### src/rtl/gtfr_pkg.sv
// Package for the glyph text framebuffer renderer.
// Payload structs, function codes, controller states and geometry constants.
// No dependencies.
`timescale 1ns / 1ps

package gtfr_pkg;

    // Frame geometry
    localparam int PAGE_STRIDE   = 132;
    localparam int COLUMN_OFFSET = 4;
    localparam int ROWS          = 64;
    localparam int COLUMNS       = 128;
    localparam int FONT_BYTES    = 4096;
    localparam int GLYPH_SLOTS   = 128;
    localparam int FRAME_BYTES   = PAGE_STRIDE * (ROWS / 8);
    localparam int FRAME_AW      = $clog2(FRAME_BYTES);
    localparam int FONT_AW       = $clog2(FONT_BYTES);
    localparam int SLOT_AW       = $clog2(GLYPH_SLOTS);

    // Function codes
    localparam logic [2:0] FN_LOAD_FONT  = 3'd0;
    localparam logic [2:0] FN_LOAD_GLYPH = 3'd1;
    localparam logic [2:0] FN_DRAW       = 3'd2;
    localparam logic [2:0] FN_PIXEL      = 3'd3;
    localparam logic [2:0] FN_CLEAR      = 3'd4;
    localparam logic [2:0] FN_READ       = 3'd5;

    // Configuration register indexes
    localparam logic [1:0] CFG_FIRST_CODE   = 2'd0;
    localparam logic [1:0] CFG_LAST_CODE    = 2'd1;
    localparam logic [1:0] CFG_GLYPH_HEIGHT = 2'd2;

    typedef struct packed {
        logic [2:0]  func;
        logic [7:0]  row;
        logic [7:0]  column;
        logic [15:0] code;
        logic        color;
        logic        with_gap;
        logic [11:0] address;
        logic [7:0]  data;
        logic [11:0] glyph_start;
        logic [5:0]  glyph_width;
    } in_item_t;

    typedef struct packed {
        logic [7:0] next_row;
        logic       drawn;
        logic [7:0] read_data;
    } out_item_t;

    // Pixel coordinate source
    typedef enum logic [1:0] {
        SEL_ITEM,
        SEL_GLYPH,
        SEL_GAP
    } pix_sel_t;

    typedef enum logic [3:0] {
        ST_INIT,
        ST_IDLE,
        ST_PX_RD,
        ST_PX_WR,
        ST_LOOKUP,
        ST_CHECK,
        ST_GL_RD,
        ST_GL_WR,
        ST_GAP,
        ST_GP_RD,
        ST_GP_WR,
        ST_CLEAR,
        ST_FR_RD,
        ST_FR_CAP,
        ST_DONE
    } state_t;

    typedef struct packed {
        logic     capture;
        pix_sel_t pix_sel;
        logic     pix_wr;
        logic     fr_item;
        logic     cnt_clr;
        logic     yy_inc;
        logic     xx_inc;
        logic     next_set;
        logic     next_inc;
        logic     rd_load;
        logic     clr_wr;
        logic     out_load;
    } cmd_t;

    typedef struct packed {
        logic with_gap;
        logic loop_ok;
        logic gap_ok;
        logic yy_last;
        logic xx_last;
        logic sweep_last;
        logic out_free;
    } sts_t;

endpackage

### src/rtl/gtfr_ctrl.sv
// Controller state machine: sequences item capture, pixel read-modify-write
// loops, frame clearing and result hand-off. Depends on gtfr_pkg.
`timescale 1ns / 1ps

module gtfr_ctrl (
    input  logic           clk,
    input  logic           rst_n,
    input  logic           in_valid,
    input  logic [2:0]     in_func,
    output logic           in_stall,
    input  gtfr_pkg::sts_t sts,
    output gtfr_pkg::cmd_t cmd
);
    import gtfr_pkg::*;

    state_t state_reg;
    state_t state_next;

    always_ff @(posedge clk or negedge rst_n)
    begin
        if (!rst_n)
            state_reg <= ST_INIT;
        else
            state_reg <= state_next;
    end

    // Next state
    always_comb
    begin
        state_next = state_reg;
        case (state_reg)
            ST_INIT:   if (sts.sweep_last) state_next = ST_IDLE;
            ST_IDLE:
            begin
                if (in_valid)
                begin
                    case (in_func)
                        FN_DRAW:  state_next = ST_LOOKUP;
                        FN_PIXEL: state_next = ST_PX_RD;
                        FN_CLEAR: state_next = ST_CLEAR;
                        FN_READ:  state_next = ST_FR_RD;
                        default:  state_next = ST_DONE;
                    endcase
                end
            end
            ST_PX_RD:  state_next = ST_PX_WR;
            ST_PX_WR:  state_next = ST_DONE;
            ST_LOOKUP: state_next = ST_CHECK;
            ST_CHECK:  state_next = sts.loop_ok ? ST_GL_RD : ST_GAP;
            ST_GL_RD:  state_next = ST_GL_WR;
            ST_GL_WR:  state_next = (sts.yy_last && sts.xx_last) ? ST_GAP : ST_GL_RD;
            ST_GAP:    state_next = (sts.with_gap && sts.gap_ok) ? ST_GP_RD : ST_DONE;
            ST_GP_RD:  state_next = ST_GP_WR;
            ST_GP_WR:  state_next = sts.yy_last ? ST_DONE : ST_GP_RD;
            ST_CLEAR:  if (sts.sweep_last) state_next = ST_DONE;
            ST_FR_RD:  state_next = ST_FR_CAP;
            ST_FR_CAP: state_next = ST_DONE;
            ST_DONE:   if (sts.out_free) state_next = ST_IDLE;
            default:   state_next = ST_IDLE;
        endcase
    end

    // Outputs
    always_comb
    begin
        cmd      = '0;
        cmd.pix_sel = SEL_ITEM;
        in_stall = 1'b1;
        case (state_reg)
            ST_INIT:   cmd.clr_wr = 1'b1;
            ST_IDLE:
            begin
                in_stall    = 1'b0;
                cmd.capture = in_valid;
            end
            ST_PX_WR:  cmd.pix_wr = 1'b1;
            ST_CHECK:
            begin
                cmd.next_set = 1'b1;
                cmd.cnt_clr  = 1'b1;
            end
            ST_GL_RD:  cmd.pix_sel = SEL_GLYPH;
            ST_GL_WR:
            begin
                cmd.pix_sel = SEL_GLYPH;
                cmd.pix_wr  = 1'b1;
                if (sts.yy_last && sts.xx_last)
                    cmd.cnt_clr = 1'b1;
                else if (sts.yy_last)
                    cmd.xx_inc = 1'b1;
                else
                    cmd.yy_inc = 1'b1;
            end
            ST_GAP:
            begin
                cmd.cnt_clr  = 1'b1;
                cmd.next_inc = sts.with_gap && !sts.gap_ok;
            end
            ST_GP_RD:  cmd.pix_sel = SEL_GAP;
            ST_GP_WR:
            begin
                cmd.pix_sel  = SEL_GAP;
                cmd.pix_wr   = 1'b1;
                cmd.yy_inc   = !sts.yy_last;
                cmd.next_inc = sts.yy_last;
            end
            ST_CLEAR:  cmd.clr_wr = 1'b1;
            ST_FR_RD:  cmd.fr_item = 1'b1;
            ST_FR_CAP: cmd.rd_load = 1'b1;
            ST_DONE:   cmd.out_load = sts.out_free;
            default: ;
        endcase
    end

    a_idle_only_capture: assert property (@(posedge clk) disable iff (!rst_n)
        cmd.capture |-> (state_reg == ST_IDLE && in_valid))
        else $error("capture outside idle");
    a_no_clear_write_mix: assert property (@(posedge clk) disable iff (!rst_n)
        !(cmd.clr_wr && cmd.pix_wr))
        else $error("clear and pixel write together");
    a_done_leaves: assert property (@(posedge clk) disable iff (!rst_n)
        cmd.out_load |=> state_reg == ST_IDLE)
        else $error("controller stuck after result");

endmodule
### config.mk
export PLATFORM = sky130hd
export DESIGN_NAME = gtfr_ctrl
export DESIGN_NICKNAME = d
export VERILOG_FILES = /design/src/rtl/gtfr_pkg.sv /design/src/rtl/gtfr_ctrl.sv
export SDC_FILE = /design/constraint.sdc
export NUM_CORES = 1
export LEC_CHECK = 0
export BUFFER_PORTS_ARGS = -buffer_cell sky130_fd_sc_hd__buf_2
export CAP_MARGIN = 20
export CORE_AREA = 8 8 45 47
export CTS_CLUSTER_DIAMETER = 100
export DETAILED_ROUTE_END_ITERATION = 8
export DIE_AREA = 0 0 53 55
export MAX_ROUTING_LAYER = met4
export PLACE_DENSITY = 0.9
export SYNTH_ARGS = -nofsm -noshare
export SYNTH_HDL_FRONTEND = slang
export SYNTH_SLANG_ARGS = --single-unit
### constraint.sdc
create_clock -name clk -period 4.04 [get_ports clk]
set_input_delay 0.404 -clock clk [delete_from_list [all_inputs] [get_ports clk]]
set_output_delay 0.404 -clock clk [all_outputs]
set_load 0.05 [all_outputs]
# Yosys cells after proc, flatten, opt, wreduce, memory -nomap -nowiden
# Cells that the tools add are included.
classes:
  eq_ne: 22
  muxes: 27
  n_reduce_logical: 13
ops:
  columns: ["cell", "count"]
  rows:
  - ["one-hot mux 4 bit (14 select lines)", 1]
  - ["== test 4 bit, second input constant", 7]
  - ["2-to-1 mux 4 bit", 6]
  - ["== test 4 x 3 -> 1 bit, second input constant", 4]
  - ["one-hot mux 4 bit (4 select lines)", 1]
  - ["2-to-1 mux 1 bit", 12]
  - ["OR reduction 2 bit", 5]
  - ["== test 4 x 2 -> 1 bit, second input constant", 2]
  - ["inequality test 2 bit, second input constant", 4]
  - ["== test 3 x 2 -> 1 bit, second input constant", 2]
  - ["== test 3 bit, second input constant", 2]
  - ["2-to-1 mux 3 bit", 2]
  - ["one-hot mux 1 bit (2 select lines)", 3]
  - ["== test 4 x 1 -> 1 bit, second input constant", 1]
  - ["zero test 4 bit", 1]
  - ["one-hot mux 2 bit (2 select lines)", 1]
  - ["AND reduction 4 bit", 1]
  - ["logical AND 1 bit", 3]
  - ["OR reduction 3 bit", 1]
  - ["zero test 1 bit", 2]
  - ["2-to-1 mux 2 bit", 1]
word_totals:
  ff_bits: 4
  in_bits: 13
  output_inout_bits: 14
  elab_cells: 63

# Depth between registers and ports, before layout
logic_depth:
  ltp_word: 4
  mapped_depth: 6
  mapped_depth_nobuf: 4

# Worst setup path before layout
# OpenSTA, ideal clock, no wires.
synth_path:
  path_kind: "register -> output"
  startpoint: "register state_reg[3]"
  endpoint: "output cmd[5] (netlist name)"
  slack_ps: 1287
  required_ps: 3636
  arrival_time_ps: 2349
  n_path_buf: 1
  stages_incl_launch_ff: 5
  cell_sequence: "dfrtp_1 buf_6 nor2b_1 nand2_1 nor4b_1"
synth_lines:
  columns: ["element", "line", "text"]
  rows:
  - ["start, declared", "gtfr_ctrl.sv:16", "state_t state_reg;"]
  - ["start signal, assigned", "gtfr_ctrl.sv:24", "state_reg <= state_next;"]
  - ["end, declared", "gtfr_ctrl.sv:12", "output gtfr_pkg::cmd_t cmd"]

==> metrics.txt <==
Total Power=0.725 mW; syn_area_per_cell=7.03 sq um; initial antenna violation count=0; Max Cap Viol=0; post-synthesis net count=104; die span in x=53 microns; peak supply drop=0.000463 V; top cells by area, synth=dfrtp_1 (16%), a21oi_1 (6.3%), nand2_1 (5.3%), nand2b_1 (4.9%), buf_2 (4.7%); max reg flops=4; total wire length=1930 microns; DRC violations left=0; I/O Pins=27; Num CTS Buffers=3; Slew Limit Fails=0; non-filler cells, final=130; Pint=0.276 mW; global placer's final weighted congestion=0.888; port buffer count=26; setup TNS=0 ns; Tcrit/Tclk final=56.9%; Mapped Cells=91; Arr. time, crit path=1.90 ns; cts repair resizes=0; Setup violations, final=0; Setup WS post-layout=1.74 ns; first-pass GRT wire length=2980 microns; Initial Util=46.2%; vias after detailed routing=783; required time of the critical path=3.64 ns; dpl hpwl=1470 microns; Sequential Power Share=23.1%; CTS tree=done; kind of critical path=reg2out; Comb pwr share=69.9%; sw frac=62.0%; CTS max path bufs=2; Crit-path slowest cell=dfrtp_1; core area=0.00138 sq mm; status=completed; clock power share=7.1%; post-place setup slack=2.03 ns; slew margin rel.=54.3%; placed cells=126; switching power=0.450 mW; clk root buf=clkbuf_4; DIE AREA=0.00292 sq mm; Via density=6.02; Mapped Area=639 sq um; Lkg Pwr=0.360 nW; worst hold path class=in2async; post-CTS setup buffer count=0; GRT Total Usage=14.1%; pin count of the biggest net entering global routing=25; RSZ-0062 raised after global routing=false; crit path cell chain=inv_1 -> nor4b_1 -> buf_2; post-synth top area share=15.7%; Min Hold Slack=0.492 ns; Tightest Pin Transition=0.685 ns; WL/cell=14.8 microns; highest cell delay on the worst timing path=0.74 ns; Seq/Total Area, Yosys=15.7%; vias in the first global route=706; unique cell type count in the Yosys netlist=36; drt first pass iters=4; DRT iter0 DRCs=34; diode count=0; crit start category=flip-flop; leading area contributor after synthesis=dfrtp_1; Max Clk Rate=435 MHz; Final #Nets=129; Final Hold Vio Count=0; Synth-to-Final Area Change=22.1%; critical path peak fanout=21; CTS clk-pin slew, worst paths=0.04 ns; fin crit period=2.30 ns; H-tree depth=1; die height=55 microns; GR Overflow Total=0; clk_skew=0.00706 ns; Final ANT Viol Nets=0; Std-Cell Rows=14; # fillers=140; Syn. warnings=0; power per standard cell area=929 mW/mm^2; share of cells above drive strength 1=28.9%; Worst-Skew Late Latency=0.24 ns; FF+latch count, synth=4; Worst setup EP type=output pin; CTS Sinks=4
==> layout make-up <==
| class | instances | area, sq um | area share, % |
|---|---|---|---|
| multi-input cells | 78 | 490 | 62.8 |
| repair buffers | 27 | 140 | 17.9 |
| flip-flops and latches | 4 | 100 | 12.8 |
| clock buffers | 3 | 22.5 | 2.88 |
| well taps | 16 | 20.0 | 2.56 |
| inverters | 2 | 7.51 | 0.962 |
==> per-layer routing <==
layer,up-vias,GRT usage [%],routed length (microns)
met5,-,-,0
li1,388,-,-
met4,0,8.62,14
met3,2,3.21,157
met2,37,23.2,959
met1,356,15.1,798
==> power groups by stage <==
stage               logic, mW  registers (mW)  clock network [mW]
floorplan               0.504          0.0800                   0
global placement        0.500           0.159                   0
detailed placement      0.506           0.163                   0
CTS                     0.508           0.163              0.0532
global route            0.553           0.178              0.0545
finish                  0.507           0.167              0.0513
==> Yosys cell counts <==
| cell type | n |
|---|---|
| o211ai_1 | 3 |
| a211o_1 | 1 |
| a41oi_1 | 1 |
| nor4bb_1 | 1 |
| a22oi_1 | 1 |
| dfrtp_1 | 4 |
| nand2_1 | 9 |
| or3_1 | 2 |
| buf_6 | 1 |
| a2bb2oi_1 | 1 |
| inv_1 | 2 |
| and2_1 | 1 |
| a221oi_2 | 1 |
| nor3_1 | 4 |
| and2b_1 | 1 |
| nor4b_1 | 2 |
| a21oi_1 | 8 |
| nor2_1 | 8 |
| and3b_1 | 1 |
| xnor2_1 | 1 |
| or2_2 | 3 |
| or3b_1 | 3 |
| a32o_1 | 1 |
| buf_2 | 6 |
| nand3_1 | 4 |
| a222oi_1 | 1 |
| nor2b_1 | 2 |
| and3_1 | 2 |
| a21o_1 | 1 |
| nor3b_1 | 4 |
| nand2b_1 | 5 |
| nand3b_1 | 1 |
| o21bai_1 | 1 |
| o22ai_1 | 2 |
| o221ai_1 | 1 |
| o2111ai_1 | 1 |
==> critical path, delay by kind of cell, from the launching register on <==
kind	cells	cell delay (ns)
buf+inv	2	0.58
simple gates	1	0.34
flops	1	0.74
==> final timing paths <==
kind                              start            to  slack (ns)  cells past startpoint
hold / removal                    rst_n  state_reg[0]        0.49                      2
setup / recovery           state_reg[1]        cmd[5]        1.74                      3
setup reg to reg           state_reg[0]  state_reg[1]        2.13                      4
min in group clk                 sts[0]  state_reg[2]        0.51                      3
hold reg to reg            state_reg[3]  state_reg[3]        0.92                      2
max in group asynchronous         rst_n  state_reg[1]        3.42                      2
==> per-stage QoR <==
step	util, %	instance area, sq um
after floorplan	-	639
after global placement	54.1	748
after detailed placement	54.1	748
after CTS	56.4	781
after global routing	56.4	781
final	56.4	781
==> cells in the final DEF, fill, tap and decap left out, types with 2 or more instances in the layout <==
master	netlist	final
or3b_1	3	3
nand2b_1	5	5
dfrtp_1	4	4
nand2_1	9	9
clkbuf_4	0	3
buf_2	6	26
nor3_1	4	4
and3_1	2	2
nand3_1	4	4
or2_2	3	3
o211ai_1	3	3
or3_1	2	2
nor2_1	8	8
inv_1	2	2
nor4b_1	2	2
o22ai_1	2	2
a21oi_1	8	8
nor3b_1	4	4
nor2b_1	2	2
==> logic make-up (layout without fill, tap and decap cells) <==
| family | count (synthesis) | in the layout | synth area share, % |
|---|---|---|---|
| and+or+nand+nor | 53 | 53 | 47.8 |
| xor gates and xnor gates | 1 | 1 | 1.37 |
| DFF | 4 | 4 | 15.7 |
| AOI/OAI and AO/OA | 24 | 24 | 27.6 |
| buffers and inverters | 9 | 32 | 7.63 |
==> what timing repair did <==
item,in CTS,in global routing
endpoints found under the setup margin,0,0
endpoints found under the hold margin,4,0
hold buffers,1,0
(Power assumes the default switching activity.)
